## src/rtl/core/midc_pkg.sv

```systemverilog
// Package for the midpoint circle raster block: widths, codes and the job record.
// Shared by midc_front, midc_queue, midc_back and midpoint_circle_raster.
`timescale 1ns / 1ps

package midc_pkg;

   localparam int COORD_BITS  = 16;
   localparam int RADIUS_BITS = 12;
   localparam int CIN_BITS    = 15;
   // x and y carry one sign bit above the radius; x may reach -1 on the final step
   localparam int POS_BITS    = RADIUS_BITS + 1;
   localparam int DEC_BITS    = RADIUS_BITS + 4;
   localparam int IDX_BITS    = 3;

   typedef logic signed [COORD_BITS-1:0] coord_type;
   typedef logic signed [CIN_BITS-1:0]   cin_type;
   typedef logic [RADIUS_BITS-1:0]       radius_type;
   typedef logic signed [POS_BITS-1:0]   pos_type;
   typedef logic signed [DEC_BITS-1:0]   dec_type;
   typedef logic [IDX_BITS-1:0]          idx_type;

   localparam logic MODE_START = 1'b0;
   localparam logic MODE_STEP  = 1'b1;
   localparam logic KIND_POINT = 1'b0;
   localparam logic KIND_SPAN  = 1'b1;

   localparam idx_type LAST_POINT = idx_type'(7);
   localparam idx_type LAST_SPAN  = idx_type'(3);

   localparam pos_type POS_ONE = pos_type'(1);
   localparam dec_type DEC_ONE = dec_type'(1);

   // One iteration of the loop, as handed from the front to the back
   typedef struct packed {
      logic      fill;
      coord_type cx;
      coord_type cy;
      pos_type   x;
      pos_type   y;
      logic      done;
   } job_type;

endpackage

```

## src/rtl/core/midpoint_circle_raster.sv

```systemverilog
// Top level of the midpoint circle raster block: front, job queue and back.
// Depends on midc_pkg, midc_front, midc_queue and midc_back.
//
//   channel  ports             moves on                      payload
//   request  req_push/req_full req_push & !req_full          mode, centre, radius, filled
//   result   rsp_pop/rsp_empty rsp_pop & !rsp_empty          kind, columns, row, last, done
//
// A start item only loads the circle state in the front; a productive step item pushes one job,
// which the back turns into eight results (outline) or four (filled), and the back pulls the
// next job from the queue as it issues the last result of the current one.
// Synchronous active-high reset clears the circle state, the queue and the result valid flag.
// A held result stalls the back; the two-entry queue lets two further steps be taken meanwhile.
`timescale 1ns / 1ps

module midpoint_circle_raster
   import midc_pkg::*;
(
   input  logic       clock,
   input  logic       reset,
   input  logic       req_push,
   output logic       req_full,
   input  logic       req_mode,
   input  cin_type    req_center_x,
   input  cin_type    req_center_y,
   input  radius_type req_radius,
   input  logic       req_filled,
   output logic       rsp_empty,
   input  logic       rsp_pop,
   output logic       rsp_kind,
   output coord_type  rsp_x_begin,
   output coord_type  rsp_x_finish,
   output coord_type  rsp_row,
   output logic       rsp_last,
   output logic       rsp_done_res
);

   logic    q_push;
   job_type q_in_data;
   logic    q_full;
   logic    q_pop;
   logic    q_valid;
   job_type q_out_data;
   logic    req_accept;

   assign req_full   = q_full;
   assign req_accept = req_push && !q_full;

   midc_front u_front (
      .clock    (clock),
      .reset    (reset),
      .accept   (req_accept),
      .mode     (req_mode),
      .center_x (req_center_x),
      .center_y (req_center_y),
      .radius   (req_radius),
      .filled   (req_filled),
      .q_push   (q_push),
      .q_data   (q_in_data)
   );

   midc_queue u_queue (
      .clock     (clock),
      .reset     (reset),
      .push      (q_push),
      .push_data (q_in_data),
      .full      (q_full),
      .pop       (q_pop),
      .valid     (q_valid),
      .pop_data  (q_out_data)
   );

   midc_back u_back (
      .clock        (clock),
      .reset        (reset),
      .q_valid      (q_valid),
      .q_data       (q_out_data),
      .q_pop        (q_pop),
      .rsp_pop      (rsp_pop),
      .rsp_empty    (rsp_empty),
      .rsp_kind     (rsp_kind),
      .rsp_x_begin  (rsp_x_begin),
      .rsp_x_finish (rsp_x_finish),
      .rsp_row      (rsp_row),
      .rsp_last     (rsp_last),
      .rsp_done_res (rsp_done_res)
   );

   a_done_on_last: assert property (@(posedge clock) disable iff (reset)
      (!rsp_empty && rsp_done_res) |-> rsp_last)
      else $error("done flag on a result that is not the last of its step");

   a_span_order: assert property (@(posedge clock) disable iff (reset)
      (!rsp_empty && rsp_kind == KIND_SPAN) |-> (rsp_x_begin <= rsp_x_finish))
      else $error("span with left column beyond right column");

   a_no_push_full: assert property (@(posedge clock) disable iff (reset)
      q_push |-> !q_full)
      else $error("job pushed into a full queue");

   a_empty_after_reset: assert property (@(posedge clock) disable iff (reset)
      $past(reset) |-> rsp_empty)
      else $error("result presented straight after reset");

endmodule

```

## src/rtl/core/midc_front.sv

```systemverilog
// Front part: takes items, holds the circle state, runs the decision update.
// Depends on midc_pkg; pushes one job per productive step into midc_queue.
`timescale 1ns / 1ps

module midc_front
   import midc_pkg::*;
(
   input  logic       clock,
   input  logic       reset,
   input  logic       accept,
   input  logic       mode,
   input  cin_type    center_x,
   input  cin_type    center_y,
   input  radius_type radius,
   input  logic       filled,
   output logic       q_push,
   output job_type    q_data
);

   logic      active_ff, active_in;
   logic      fill_ff, fill_in;
   coord_type cx_ff, cx_in;
   coord_type cy_ff, cy_in;
   pos_type   x_ff, x_in;
   pos_type   y_ff, y_in;
   dec_type   dec_ff, dec_in;

   pos_type   x_next;
   pos_type   y_next;
   dec_type   dec_next;
   logic      run;

   always_comb begin
      y_next = y_ff + POS_ONE;
      if (dec_ff <= dec_type'(0)) begin
         x_next   = x_ff;
         dec_next = dec_ff + (dec_type'(y_next) <<< 1) + DEC_ONE;
      end else begin
         x_next   = x_ff - POS_ONE;
         dec_next = dec_ff + ((dec_type'(y_next) - dec_type'(x_next)) <<< 1) + DEC_ONE;
      end
   end

   assign run = active_ff && (x_ff >= y_ff);

   always_comb begin
      active_in = active_ff;
      fill_in   = fill_ff;
      cx_in     = cx_ff;
      cy_in     = cy_ff;
      x_in      = x_ff;
      y_in      = y_ff;
      dec_in    = dec_ff;
      q_push    = 1'b0;
      q_data.fill = fill_ff;
      q_data.cx   = cx_ff;
      q_data.cy   = cy_ff;
      q_data.x    = x_ff;
      q_data.y    = y_ff;
      q_data.done = x_next < y_next;
      if (accept) begin
         unique case (mode)
            MODE_START: begin
               active_in = 1'b1;
               fill_in   = filled;
               cx_in     = coord_type'(center_x);
               cy_in     = coord_type'(center_y);
               x_in      = pos_type'({1'b0, radius});
               y_in      = pos_type'(0);
               dec_in    = DEC_ONE - dec_type'({1'b0, radius});
            end
            MODE_STEP: begin
               // drop the step once the circle is complete
               if (run) begin
                  q_push = 1'b1;
                  x_in   = x_next;
                  y_in   = y_next;
                  dec_in = dec_next;
                  if (x_next < y_next) begin
                     active_in = 1'b0;
                  end
               end
            end
            default: begin
            end
         endcase
      end
   end

   always_ff @(posedge clock) begin
      if (reset) begin
         active_ff <= 1'b0;
         fill_ff   <= 1'b0;
         cx_ff     <= '0;
         cy_ff     <= '0;
         x_ff      <= '0;
         y_ff      <= '0;
         dec_ff    <= '0;
      end else begin
         active_ff <= active_in;
         fill_ff   <= fill_in;
         cx_ff     <= cx_in;
         cy_ff     <= cy_in;
         x_ff      <= x_in;
         y_ff      <= y_in;
         dec_ff    <= dec_in;
      end
   end

endmodule

```

## src/rtl/core/midc_queue.sv

```systemverilog
// Two-entry job queue between the front and the back parts.
// Depends on midc_pkg for the job record.
`timescale 1ns / 1ps

module midc_queue
   import midc_pkg::*;
(
   input  logic    clock,
   input  logic    reset,
   input  logic    push,
   input  job_type push_data,
   output logic    full,
   input  logic    pop,
   output logic    valid,
   output job_type pop_data
);

   job_type    entry_ff [2];
   logic       wr_ptr_ff, wr_ptr_in;
   logic       rd_ptr_ff, rd_ptr_in;
   logic [1:0] count_ff, count_in;
   logic       do_push;
   logic       do_pop;

   assign full     = count_ff == 2'd2;
   assign valid    = count_ff != 2'd0;
   assign pop_data = entry_ff[rd_ptr_ff];
   assign do_push  = push && !full;
   assign do_pop   = pop && valid;

   always_comb begin
      wr_ptr_in = wr_ptr_ff ^ do_push;
      rd_ptr_in = rd_ptr_ff ^ do_pop;
      count_in  = count_ff + {1'b0, do_push} - {1'b0, do_pop};
   end

   always_ff @(posedge clock) begin
      if (do_push) begin
         entry_ff[wr_ptr_ff] <= push_data;
      end
   end

   always_ff @(posedge clock) begin
      if (reset) begin
         wr_ptr_ff <= 1'b0;
         rd_ptr_ff <= 1'b0;
         count_ff  <= 2'd0;
      end else begin
         wr_ptr_ff <= wr_ptr_in;
         rd_ptr_ff <= rd_ptr_in;
         count_ff  <= count_in;
      end
   end

endmodule

```

## src/rtl/core/midc_back.sv

```systemverilog
// Back part: walks one job through its eight points or four spans into the result register.
// Depends on midc_pkg; pulls jobs from midc_queue.
`timescale 1ns / 1ps

module midc_back
   import midc_pkg::*;
(
   input  logic      clock,
   input  logic      reset,
   input  logic      q_valid,
   input  job_type   q_data,
   output logic      q_pop,
   input  logic      rsp_pop,
   output logic      rsp_empty,
   output logic      rsp_kind,
   output coord_type rsp_x_begin,
   output coord_type rsp_x_finish,
   output coord_type rsp_row,
   output logic      rsp_last,
   output logic      rsp_done_res
);

   job_type   job_ff;
   logic      busy_ff, busy_in;
   idx_type   idx_ff, idx_in;
   logic      out_valid_ff, out_valid_in;
   logic      kind_ff, kind_in;
   coord_type xb_ff, xb_in;
   coord_type xf_ff, xf_in;
   coord_type row_ff, row_in;
   logic      last_ff, last_in;
   logic      done_ff, done_in;

   logic      out_free;
   logic      at_last;
   logic      swap;
   logic      neg_col;
   logic      neg_row;
   coord_type a_ext;
   coord_type b_ext;

   assign out_free = !out_valid_ff || rsp_pop;
   assign at_last  = idx_ff == (job_ff.fill ? LAST_SPAN : LAST_POINT);
   assign q_pop    = q_valid && (!busy_ff || (out_free && at_last));

   // octant of this index: swap x and y, mirror column, mirror row
   always_comb begin
      if (job_ff.fill) begin
         swap    = idx_ff[1];
         neg_col = 1'b0;
         neg_row = idx_ff[0];
      end else begin
         swap    = idx_ff[2];
         neg_col = idx_ff[0];
         neg_row = idx_ff[1];
      end
      a_ext = coord_type'(swap ? job_ff.y : job_ff.x);
      b_ext = coord_type'(swap ? job_ff.x : job_ff.y);
   end

   always_comb begin
      busy_in      = busy_ff;
      idx_in       = idx_ff;
      out_valid_in = out_valid_ff && !rsp_pop;
      kind_in      = kind_ff;
      xb_in        = xb_ff;
      xf_in        = xf_ff;
      row_in       = row_ff;
      last_in      = last_ff;
      done_in      = done_ff;
      if (busy_ff && out_free) begin
         out_valid_in = 1'b1;
         row_in       = neg_row ? job_ff.cy - b_ext : job_ff.cy + b_ext;
         last_in      = at_last;
         done_in      = at_last && job_ff.done;
         if (job_ff.fill) begin
            kind_in = KIND_SPAN;
            xb_in   = job_ff.cx - a_ext;
            xf_in   = job_ff.cx + a_ext;
         end else begin
            kind_in = KIND_POINT;
            xb_in   = neg_col ? job_ff.cx - a_ext : job_ff.cx + a_ext;
            xf_in   = xb_in;
         end
         idx_in = idx_ff + idx_type'(1);
         if (at_last) begin
            busy_in = 1'b0;
         end
      end
      if (q_pop) begin
         busy_in = 1'b1;
         idx_in  = '0;
      end
   end

   always_ff @(posedge clock) begin
      if (q_pop) begin
         job_ff <= q_data;
      end
      kind_ff <= kind_in;
      xb_ff   <= xb_in;
      xf_ff   <= xf_in;
      row_ff  <= row_in;
      last_ff <= last_in;
      done_ff <= done_in;
   end

   always_ff @(posedge clock) begin
      if (reset) begin
         busy_ff      <= 1'b0;
         idx_ff       <= '0;
         out_valid_ff <= 1'b0;
      end else begin
         busy_ff      <= busy_in;
         idx_ff       <= idx_in;
         out_valid_ff <= out_valid_in;
      end
   end

   assign rsp_empty    = !out_valid_ff;
   assign rsp_kind     = kind_ff;
   assign rsp_x_begin  = xb_ff;
   assign rsp_x_finish = xf_ff;
   assign rsp_row      = row_ff;
   assign rsp_last     = last_ff;
   assign rsp_done_res = done_ff;

endmodule
```

## config.mk

```make
export PLATFORM = sky130hd
export DESIGN_NAME = midpoint_circle_raster
export DESIGN_NICKNAME = d
export VERILOG_FILES = /design/src/rtl/core/midc_pkg.sv /design/src/rtl/core/midpoint_circle_raster.sv /design/src/rtl/core/midc_front.sv /design/src/rtl/core/midc_queue.sv /design/src/rtl/core/midc_back.sv
export SDC_FILE = /design/constraint.sdc
export NUM_CORES = 1
export LEC_CHECK = 0
export BUFFER_PORTS_ARGS = -buffer_cell sky130_fd_sc_hd__buf_2
export CAP_MARGIN = 0
export CORE_ASPECT_RATIO = 2
export CORE_MARGIN = 8
export CORE_UTILIZATION = 35
export DETAILED_ROUTE_END_ITERATION = 16
export MAX_ROUTING_LAYER = met4
export PLACE_DENSITY_LB_ADDON = 0.08
export SYNTH_ARGS = -nofsm -noshare
export SYNTH_HDL_FRONTEND = slang
export SYNTH_SLANG_ARGS = --single-unit
```

## constraint.sdc

```tcl
create_clock -name clock -period 5.6 [get_ports clock]
set_input_delay 1.12 -clock clock [delete_from_list [all_inputs] [get_ports clock]]
set_output_delay 1.12 -clock clock [all_outputs]
set_load 0.005 [all_outputs]
```

==> results of run 1 <==
-- power by group --
| group | leakage (nW) | switching, mW | internal [mW] |
|---|---|---|---|
| Clock | 0.488 | 0.917 | 1.19 |
| Combinational | 4.24 | 3.19 | 2.26 |
| Sequential | 2.78 | 0.391 | 3.30 |
-- through the flow --
step	utilization	cell area [um^2]	power, mW	instances
CTS	0.3982	19420	11.39	2401
floorplan	-	17160	7.576	1644
finish	0.3982	19420	11.25	2401
global placement	0.3776	18420	9.171	2345
global route	0.3982	19420	12.13	2401
detailed placement	0.3776	18420	9.206	2345
-- placed cells by master, fill, tap and decap left out, types with 19 or more instances in the layout --
cell / n
edfxtp_1: 224
dfxtp_1: 82
ha_1: 120
xor2_1: 47
o21ai_0: 71
clkbuf_16: 31
buf_2: 100
xnor2_1: 82
nor3_1: 53
nand2_1: 196
buf_4: 20
nor2b_1: 25
a21o_1: 19
nor2_1: 128
mux2i_1: 28
a21oi_1: 114
nand3_1: 30
inv_1: 84
mux2_2: 68
a211oi_1: 20
-- flip-flops by register name, indices dropped and copies added, names as in the netlist, 2 cells and up --
| name | flops |
|---|---|
| u_back.job_ff | 58 |
| u_back.rsp_x_begin | 15 |
| u_front.y_ff | 13 |
| u_front.x_ff | 13 |
| u_front.cx_ff | 15 |
| u_front.dec_ff | 16 |
| u_queue.entry_ff | 116 |
| u_back.rsp_row | 16 |
| u_back.idx_ff | 3 |
| u_queue.count_ff | 2 |
| u_back.rsp_x_finish | 16 |
| u_front.cy_ff | 15 |
-- layout make-up --
cell class                 count  area [um^2]
clock inverter                17        181.4
timing repair buffer         120        650.6
fill                        4809        29350
tap                          643        804.5
inverter                      84        315.3
multi-input combinational   1191         8258
sequential                   307         8389
clock buffer                  39        825.8
-- metal layers --
metal	vias to the layer above	routed length [um]	GRT usage
met5	-	0	-
met4	0	1374	0.05620
met3	76	1629	0.01824
met2	276	23450	0.2905
met1	5941	20400	0.1985
li1	6078	-	-
-- critical path, delay by kind of cell (launching register included) --
family / cells / cell delay (ns)
adders and majority gates: 2 / 0.56
DFF: 1 / 0.45
and+or+nand+nor: 7 / 2.10
AOI/OAI and AO/OA: 6 / 0.90
xor gates and xnor gates: 2 / 0.31
buffers and inverters: 2 / 0.35
-- path summary, 6_finish.rpt --
path,to,slack (ns),cells after the start
worst max register to register,u_front.dec_ff[15],0.85,19
worst max-delay path,u_front.dec_ff[15],0.85,19
worst min register to register,u_queue.entry_ff[0][43],0.45,0
worst min-delay path,u_queue.entry_ff[0][43],0.45,0
-- cell families after synthesis --
| logic type | after synthesis | share of synthesized area |
|---|---|---|
| AO/OA/AOI/OAI | 328 | 0.1180 |
| adder cells (fa/ha/maj) | 128 | 0.09594 |
| multiplexers | 97 | 0.06153 |
| flip-flops | 307 | 0.4887 |
| buffers and inverters | 146 | 0.03332 |
| AND/OR/NAND/NOR | 508 | 0.1351 |
| XOR/XNOR | 130 | 0.06743 |
==> results list, run 1 <==
- The tightest min-delay check is of the flop to flop type.
- CP Cell Sequence: inv_1 > nor3_1 > and3_1 > nand3_1 > xnor2_1 > buf_4 > ha_1 > nand2_1 > nor4b_1 > nor3_1 > xnor2_1 > ha_1 > or3_1 > o21ai_0 > a31oi_1 > a31oi_1 > a21boi_0 > o211ai_1 > a21oi_1
- TritonCTS built the clock tree.
- At the pin with the least slew margin, the transition time is 1.105 ns.
* Die Wd: roughly 170 um
- Hold Fails Final Rpt: 0
- After detailed routing, the number of remaining DRC violations is 0.
- Wires add up to roughly 47000 um.
- Cells after synthesis: 1644
- After legalization and detailed placement, the total HPWL measured between 30000 and 40000 um.
* Final period util: 0.8474
- After synthesis, the cell types taking the most area are edfxtp_1 (39%), dfxtp_1 (9.7%), ha_1 (8.9%).
- Critical-path maximum fanout: 7
- Dividing total power by cell area gives a power density of about 580 nW/um^2.
- Yosys printed 0 warnings.
- Buffer depth of the longest clock path: 3
- Data arrival time of the critical path: roughly 5.3 ns
- DRC violation total after the first TritonRoute iteration: 752
- Syn Area/Cell: around 10 um^2
- In this run the vertical extent of the chip is around 330 um.
* Kind of start point of the critical path: flop
- The worst register-to-register path begins at u_front.y_ff[0].
- Max-Cap Viols: 0
- In this run the cell area of the synthesized design comes to ~17000 um^2.
- Summed over all cells, the static leakage comes to between 7 and 8 nW.
* Delay of the slowest cell on the worst path: around 0.55 ns
- After detailed routing, the average wire length per cell comes to slightly below 20 um.
- Post-Synthesis Net Count: around 1800
- Worst setup startpoint: u_front.y_ff[0]
- For this design, the sink count on the clock tree is just over 300.
* Total CTS buffers: 30
* Cell type contributing the most total cell area after synthesis: edfxtp_1
- Total negative slack: 0 ns
- Clk Tree Root Cell: clkbuf_16
* Setup Slack @ Placement: between 0.9 and 1 ns
* Worst hold slack across all endpoints: roughly 0.45 ns
- The first global-routing pass estimated about 73000 um of wire.
- Number of I/O pins: around 100
* Inserted Diodes: 0
- Clock-pin slew on the worst setup and hold paths: roughly 0.070 ns
- Most instantiated library cell after synthesis: edfxtp_1
* Outcome: finished, final reports clean
- The worst setup path is of the flop to flop kind.
- In the global route stage, overall resource usage came out at 0.1669.
- After synthesis the netlist holds a flip-flop and latch count of approximately 310.
- In the synthesized netlist the dominant register cell turns out to be edfxtp_1.
- The share of synthesized area in the top cell type comes to 0.3919.
- Pins Over Slew Limit: 0
- Initial antenna violation count: 1
- Std cell rows: between 100 and 150
- The number of global-route vias before repair is roughly 13000.
* Top cells by count, synth: edfxtp_1 (224), nand2_1 (196), nor2_1 (129)
- Yosys mapped the design onto 73 distinct sky130hd cell types.
- In the final layout, the share of cells above drive strength 1 is 0.1485.
* Die area: around 57000 um^2
- Data on the critical path is required at its endpoint by ~6.1 ns.
- Number of resized instances in the post-cts repair step: 0
- Effective utilization at floorplan: 0.3519
- The worst setup path is captured at a flop.
* Asr flop ratio synth: 0
* Fin crit period: between 4 and 5 ns
* Critical hold path startpoint: u_front.cx_ff[0]
- From synthesis to final layout, the design area changed by 13.18%.
- Final worst slack: around 0.85 ns
* Max VDD drop: 326.3 uV
- Dividing the detail-routed via count by the number of cells gives roughly 5.2.
- The share of the Yosys chip area taken by registers is 0.4887.
* Worst slew margin relative to its limit: 0.2636
- Once detail routing completed, the nets flagged for antenna violations numbered 0.
- Final worst clock skew: 0.01582 ns
- Weighted congestion reported at the end of routability-driven placement: 0.8971
* Number of setup violations in the final report: 0
- Highest attainable clock frequency: approximately 210 MHz
- For this block, the via count after detailed routing is roughly 12000.
- Hold Buf Count CTS: 0
* Area of the core: 48780 um^2
- Number of I/O port buffers: 100
- Nets: 1910
- Number of synthesized flops with an enable pin: around 220
* Clock latency of the later-clocked register in the worst-skew pair: 0.58 ns
* Setup Buffers After CTS: 0
* Cell with the largest stage delay on the worst path: nor4b_1
- Number of H-tree levels: 1
* Maximum number of pins on one net before global-route repair: 63
- For this run the aggregate overflow at the end of global routing stands at 0.
- Length of the first detailed-routing pass in iterations: 6
* Unrepaired setup endpoints after global routing: false
Note: power is estimated with default switching activity, not from simulation.
==> inputs of run 2 (changes only) <==
- ABC_AREA: default -> 1
- clock period: 5.6 -> 4.2 ns (I/O delays scaled with it)
==> results list, run 2 <==
- Outcome: finished, final reports clean
- Number of vias after detailed routing: 13410 (+8.4%)
* Area taken by flip-flops and latches: 8397 um^2 (about the same)
- The library cell used most frequently in the layout, excluding fill and tap cells, is nand2_1.
* Start of the worst register-to-register path: u_front.y_ff[1]
- Kind of start point of the critical path: flop
- The number of global-route vias before repair is 13050 (+3.7%).
- The relative slew slack is 0.2942 (+0.03062).
* Cell class contributing the biggest share of worst-path delay: compound AO/OA/AOI/OAI gates
* Number of synthesized flops with an enable pin: 224 (unchanged)
- Delay of the slowest cell on the worst path: 0.38 ns (-0.17 ns)
* Avg WL per Cell: 17.09 um (-12%)
- The post-synth net total was 2199 (+21%).
- The clock sink count came to 307 (unchanged).
- The critical path goes through ha_4 > nand2_4 > nor2_4 > nand2_2 > buf_4 > nand2_1 > inv_1 > ha_1 > inv_1 > o21bai_1 > a21o_1 > a31oi_1 > xnor2_1 > ha_1 > a21oi_1 > a21boi_0 > xor2_1 > nand2_1 > nand3_1 > o21ai_0 > a21oi_1.
* Height of the die: 331.8 um (+0.80%)
- The core box area came to 49640 um^2 (+1.8%).
* Top cells by count, synth: nand2_1 (504), edfxtp_1 (224), inv_1 (210)
- Reg2reg path depth: 21 (+2)
* Count of buffer and inverter cells on the critical path: 3 (+1)
- The post-synthesis compound-gate area fraction came to 0.1224 (+0.004427).
* Fraction of the core area covered by cells at the end of the flow: 0.4108 (+0.01261)
- The period utilization was 0.9411 (+0.09377).
* Number of warnings reported in the yosys synthesis log: 0 (unchanged)
* Remaining Overflow, GRT: 0 (unchanged)
- Cells after DPL: 2773 (+18%)
* GRT Overall Usage: 0.1691 (+0.002187)
* Area delta synth->final: 16.86%
* Cell with the largest stage delay on the worst path: dfxtp_4
* Clock latency of the later-clocked register in the worst-skew pair: 0.60 ns (+0.02 ns)
- The maximum fanout along the worst path was 6 (-1).
* Basic-gate share of the synthesized area counting and, or, nand and nor cells: 0.1964 (+0.06136)
* Max VDD drop: 390.4 uV (+20%)
- The min-delay analysis places its worst path in the category flop to flop.
- Actual transition at the worst max-transition pin: 1.057 ns (-0.04747 ns)
- R2R setup slack: 0.25 ns (-0.61 ns)
- Inserted Diodes: 0 (unchanged)
* Post-synth top area share: 0.3854 (-0.006491)
- The number of storage elements in the synthesis netlist was 307 (unchanged).
* Wire length of the first global-routing pass: 74630 um (+2.4%)
* Die area: 57700 um^2 (+1.6%)
- The number of nets at the end of the flow is 2338 (+22%).
- For hold timing, the worst endpoint is u_queue.entry_ff[1][53].
- The internal power of the cells was 8.992 mW (+33%).
* Cell type contributing the most total cell area after synthesis: edfxtp_1
- Maximum number of pins on one net before global-route repair: 61 (-3.2%)
* Number of H-tree levels: 1 (unchanged)
- Die Wd: 173.9 um (+0.76%)
- u_queue.entry_ff holds more flip-flops than any other register.
- Data arrival time of the critical path: 4.49 ns (-0.77 ns)
* Synthesized-area fraction occupied by adder cells: 0.09435 (-0.001589)
- The post-synthesis cell area came to 17450 um^2 (+1.7%).
- The static leakage came to 9.055 nW (+21%).
* Fin crit period: 3.953 ns (-0.7925 ns)
* Initial antenna violation count: 0 (-1)
- The cell depth of the worst min-delay path came to 0 (unchanged).
- The average cell area after synthesis is 8.627 um^2 (-17%).
- Cells after synthesis: 2023 (+23%)
* Highest attainable clock frequency: 253.0 MHz (+20%)
* Non-filler cells, final: 2835 (+18%)
- The multi-input gate area in the final layout came to 8165 um^2 (-1.1%).
- The worst hold slack is 0.4475 ns (-0.006520 ns).
- Std cell rows: 116 (+0.87%)
* Length of the first detailed-routing pass in iterations: 5 (-1)
- The flip-flop count of the largest register after layout was 116 (unchanged).
- HPWL after detailed placement: 36620 um (+7.0%)
* ANT nets after route: 0 (unchanged)
* Top flip-flop cell by instance count after synthesis: edfxtp_1
- In this run the most critical hold path is launched from u_front.cx_ff[10].
- Switching pwr: 6.414 mW (+43%)
- The sequential share of power came to 0.305 (-0.024).
- Top flop regs: u_queue.entry_ff x116, u_back.job_ff x58
* Proportion of power drawn by the clock network: 0.203 (+0.016)
* Pwr/cell area: 755.4 nW/um^2 (+30%)
- The switching share of total power came to 0.4164 (+0.01638).
* Fraction of the yosys area taken by sequential cells: 0.4806 (-0.008094)
* Critical path start-end classification: flop to flop
- Total CTS buffers: 30 (unchanged)
* Number of library cell types mapped by synthesis: 52 (-29%)
- Multiplexer share of the synthesized area: 0 (-0.06153)
* Clk Tree Root Cell: clkbuf_16
- The final worst slack was 0.2473 ns (-0.6075 ns).
* Required time of the critical path: 4.73 ns (-1.38 ns)
- DRC violation total after the first TritonRoute iteration: 760 (+1.1%)
- The share of layout cells above drive strength 1 was 0.1368 (-0.01168).
- Most instantiated library cell after synthesis: nand2_1
- Synthesized-area fraction occupied by xor and xnor cells: 0.04266 (-0.02478)
* Main combinational cell family by area after synthesis: simple AND/OR/NAND/NOR gates
- The routability congestion estimate came to 0.8554 (-4.6%).
- Post-route DRC violation count: 0 (unchanged)
- Effective utilization at floorplan: 0.3516 (about the same)
- Max-Cap Viols: 0 (unchanged)
* Power share of the combinational group: 0.493 (+0.009)
- TritonCTS built the clock tree.
- The final wirelength is 48460 um (+3.4%).
- DR vias/cell: 4.731 (-8.2%)
- The minimum setup slack after placement is 0.01903 ns (-0.9599 ns).
- Commonest non-fill, non-tap cells in the layout: nand2_1 (501), edfxtp_1 (224), inv_1 (205), o21ai_0 (168), nor2_1 (164)
* Hold Fails Final Rpt: 0 (unchanged)
- Hold Buf Count CTS: 0 (unchanged)
* Cell types with the largest area share after synthesis: edfxtp_1 (39%), nand2_1 (11%), dfxtp_1 (9.5%)
* Clock-pin slew on the worst setup and hold paths: 0.07 ns (about the same)
- Crit path depth: 21 (+2)
- Element type at the critical path end: flop
- The clock tree skew after final layout came to 0.01677 ns (+0.0009560 ns).
* Number of setup violations in the final report: 0 (unchanged)
* Buffer depth of the longest clock path: 3 (unchanged)
- The number of I/O pins is 101 (unchanged).
- Number of I/O port buffers: 100 (unchanged)
- Asr flop ratio synth: 0 (unchanged)
* Endpoint of the most critical register-to-register path: u_front.dec_ff[9]
* Pins Over Slew Limit: 0 (unchanged)
- The layout filler cell count is 5128 (+6.6%).
-- run 2: changes by cell type after synthesis, sizes merged, moves of 52 or more --
cell and delta:
nand2 +317, inv +128, o21ai +116, mux2 -68, xnor2 -65, nand3 +52
-- run 2: kinds of logic (layout without fill, tap and decap cells) --
kind of cell / after synthesis / in the layout
buffers and inverters: 278 / 441
DFF: 307 / 307
and+or+nand+nor: 833 / 833
AOI/OAI and AO/OA: 392 / 392
adders and majority gates: 128 / 128
xor gates and xnor gates: 85 / 85
-- run 2: final cells by class --
class	count	area share
clock buffers	33	0.03835
clock inverters	23	0.01779
inverters	214	0.03939
multi-input cells	1438	0.4004
flip-flops and latches	307	0.4117
well taps	649	0.03982
repair buffers	171	0.05252
-- run 2: layer usage --
layer / vias to the layer above / global-route usage / wire length (um) / share of wire
li1: 7031 / - / - / -
met1: 6120 / 0.1918 / 20850 / 0.43
met2: 203 / 0.3029 / 24800 / 0.51
met3: 58 / 0.02174 / 1523 / 0.031
met4: 0 / 0.05443 / 1286 / 0.027
met5: - / - / 0 / 0
-- run 2: worst max-delay path by stage --
| stage | startpoint | end | slack [ns] |
|---|---|---|---|
| detailed placement | u_front.y_ff[1] | u_front.dec_ff[13] | 0.02 |
| floorplan | rsp_pop | u_queue.count_ff[1] | 0.41 |
| global placement | u_front.y_ff[1] | u_front.dec_ff[13] | 0.09 |
| global route | u_front.y_ff[1] | u_front.dec_ff[14] | -0.03 |
| finish | u_front.y_ff[1] | u_front.dec_ff[9] | 0.25 |
| CTS | u_front.y_ff[1] | u_front.dec_ff[13] | 0.03 |
-- run 2: timing repair --
| item | CTS | global route |
|---|---|---|
| setup endpoints to repair | 1 | 8 |
| resized for setup | 1 | 48 |
| setup buffers | 0 | 6 |
| pin swaps | 2 | 23 |
-- run 2: metrics by stage --
| step | setup TNS (ns) | power, mW | instance area [um^2] |
|---|---|---|---|
| 5_1_grt | -0.03339 | 16.77 | 20390 |
| 2_1_floorplan | 0 | 9.961 | 17460 |
| 4_1_cts | 0 | 15.47 | 20150 |
| 3_5_place_dp | 0 | 12.28 | 19000 |
| 6_report | 0 | 15.41 | 20390 |
| 3_3_place_gp | 0 | 12.32 | 19000 |
-- run 2: power by group through the flow --
stage	Combinational, mW	Clock [mW]	Sequential [mW]
6_report	7.59	3.13	4.69
3_3_place_gp	7.55	0	4.77
4_1_cts	7.55	3.22	4.70
5_1_grt	8.69	3.32	4.76
3_5_place_dp	7.52	0	4.77
2_1_floorplan	5.24	0	4.72
==> inputs of run 3 (changes only) <==
- clock period: 4.2 -> 4.58 ns (I/O delays scaled with it)
==> results list, run 3 (synthesis results as in run 2) <==
- The run finished with clean final reports.
- Cell area after placement: 18800 um^2 (-1.1%)
* Std cell rows: 116 (unchanged)
- Non-filler cells, final: 2808 (-0.95%)
- The routability congestion estimate is 0.8427 (-1.5%).
* Hold Fails Final Rpt: 0 (unchanged)
* Worst hold slack across all endpoints: 0.4496 ns (+0.002060 ns)
- The setup path with the least slack is of type flop to flop.
- Required time of the critical path: 5.07 ns (+0.34 ns)
- The die area came to 57700 um^2 (unchanged).
- Clk Tree Root Cell: clkbuf_16
- The number of I/O pins is 101 (unchanged).
* Max FFs per register: 116 (unchanged)
- Setup Slack @ Placement: 0.1689 ns (+0.1499 ns)
* Fin crit period: 4.075 ns (+0.1223 ns)
* Remaining Overflow, GRT: 0 (unchanged)
- The number of remaining DRC errors is 0 (unchanged).
- Final period util: 0.8897 (-0.05139)
- Clock latency of the later-clocked register in the worst-skew pair: 0.60 ns (about the same)
- The core box area came to 49640 um^2 (unchanged).
- TritonCTS built the clock tree.
- DR vias/cell: 4.750 (+0.41%)
- The number of nets at the end of the flow came to 2311 (-1.2%).
- Kind of start point of the critical path: flop
- The total power is 13.51 mW (-12%).
- Top flop regs: u_queue.entry_ff x116, u_back.job_ff x58
- The area growth from synthesis to layout is 13.69%.
* Worst slew margin relative to its limit: 0.2846 (-0.009558)
- Total CTS buffers: 30 (unchanged)
* Die Wd: 173.9 um (unchanged)
- Maximum number of pins on one net before global-route repair: 61 (unchanged)
- Data arrival time of the critical path: 4.56 ns (+0.07 ns)
- Element type at the critical path end: flop
- The static leakage came to 8.788 nW (-3.0%).
- Ranked by flip-flop count, first place goes to u_queue.entry_ff.
- Pins Over Slew Limit: 0 (unchanged)
- The initial antenna violation count came to 0 (unchanged).
* Sum of routed wire length over all layers: 47550 um (-1.9%)
- The utilization after layout came to 0.3997 (-0.01112).
* Inserted Diodes: 0 (unchanged)
- Commonest non-fill, non-tap cells in the layout: nand2_1 (504), edfxtp_1 (224), inv_1 (206), o21ai_0 (174), nor2_1 (170)
* Final worst slack: 0.5050 ns (+0.2577 ns)
- # fillers: 5138 (+0.20%)
- Buffer depth of the longest clock path: 3 (unchanged)
- The highest achievable clock rate was 245.4 MHz (-3.0%).
* GRT Overall Usage: 0.1672 (-0.001914)
* Length of the first detailed-routing pass in iterations: 5 (unchanged)
* DRC violation total after the first TritonRoute iteration: 643 (-15%)
- The global-route wire length before repair came to 74240 um (-0.53%).
* Effective utilization at floorplan: 0.3516 (unchanged)
- Avg WL per Cell: 16.93 um (-0.94%)
- Cells after DPL: 2751 (-0.79%)
- The min-delay analysis places its worst path in the category flop to flop.
- The H-tree depth came to 1 (unchanged).
- Number of setup violations in the final report: 0 (unchanged)
* Clock-pin slew on the worst setup and hold paths: 0.07 ns (about the same)
* Leading cell type in the layout, fill and taps excluded: nand2_1
- The maximum fanout along the worst path is 7 (+1).
- The number of routed nets with antenna violations was 0 (unchanged).
- The count of input and output buffers was 100 (unchanged).
- The via total after detailed routing came to 13340 (-0.54%).
* Post-route cell area: 19840 um^2 (-2.7%)
* HPWL after detailed placement: 36190 um (-1.2%)
- Final worst clock skew: 0.01215 ns (-0.004625 ns)
* Max VDD drop: 321.1 uV (-18%)
- The height of the die was 331.8 um (unchanged).
* Total negative slack: 0 ns (unchanged)
- Clock Sinks: 307 (unchanged)
- Share of layout cells above drive strength 1: 0.1139 (-0.02284)
* Number of global-route vias before repair: 13050 (-0.038%)
- Pwr/cell area: 680.9 nW/um^2 (-9.9%)
* Max-Cap Viols: 0 (unchanged)
- Actual transition at the worst max-transition pin: 1.071 ns (+0.01432 ns)
-- run 3: changes by cell type in the layout (fill, tap and decap cells not counted), sizes merged --
| cell | before | now |
|---|---|---|
| buf | 171 | 144 |
| bufinv | 8 | 1 |
| clkbuf | 33 | 37 |
| clkinv | 14 | 17 |
| clkinvlp | 1 | 2 |
| inv | 214 | 213 |
-- run 3: path summary, 6_finish.rpt --
path                     start                      end  slack, ns  depth (start not counted)
max            u_front.y_ff[0]       u_front.dec_ff[13]       0.50                         23
min          u_front.cx_ff[11]  u_queue.entry_ff[0][54]       0.45                          0
max reg2reg    u_front.y_ff[0]       u_front.dec_ff[13]       0.50                         23
min reg2reg  u_front.cx_ff[11]  u_queue.entry_ff[0][54]       0.45                          0
-- run 3: worst max-delay path, cell delays in order, from the launching register on --
cell and delay, ns:
dfxtp_4 0.38, inv_1 0.06, nor3_1 0.22, nand2_1 0.13
nor2_1 0.14, nand4_1 0.15, nand2_1 0.14, inv_1 0.08
ha_1 0.39, nand2_1 0.10, nor3_1 0.20, a21oi_2 0.11
o21ai_0 0.29, xnor2_1 0.16, inv_1 0.08, ha_1 0.36
nand4_1 0.13, nand3b_1 0.17, o21ai_0 0.23, a21oi_1 0.10
o21ai_0 0.08, o21ai_0 0.13, nand2_1 0.08, a21oi_1 0.06
-- run 3: layout make-up --
| type | count | area [um^2] | share of cell area |
|---|---|---|---|
| clock buffers | 37 | 797.0 | 0.04017 |
| clock inverters | 19 | 168.9 | 0.008513 |
| inverters | 214 | 803.3 | 0.04048 |
| multi-input cells | 1438 | 8034 | 0.4049 |
| flip-flops and latches | 307 | 8396 | 0.4231 |
| well taps | 649 | 812.0 | 0.04093 |
| repair buffers | 144 | 830.8 | 0.04187 |
-- run 3: power breakdown --
part,total (mW),switching (mW),internal [mW],leakage (nW)
Sequential,4.32,0.320,4.00,2.79
Combinational,6.75,4.34,2.42,5.53
Clock,2.44,1.13,1.31,0.469
Total,13.5,5.79,7.72,8.79
-- run 3: routing by layer --
layer | wire [um] | GRT usage | part of all wire | vias up
li1 | - | - | - | 6977
met1 | 20390 | 0.1920 | 0.43 | 6119
met2 | 24300 | 0.2964 | 0.51 | 196
met3 | 1600 | 0.02117 | 0.034 | 47
met4 | 1259 | 0.05479 | 0.026 | 0
met5 | 0 | - | 0 | -
-- run 3: repair_timing --
action                     in CTS  in global routing
setup buffers                   0                  1
setup endpoints to repair       0                  5
hold buffers                    0                  0
resized for setup               0                 16
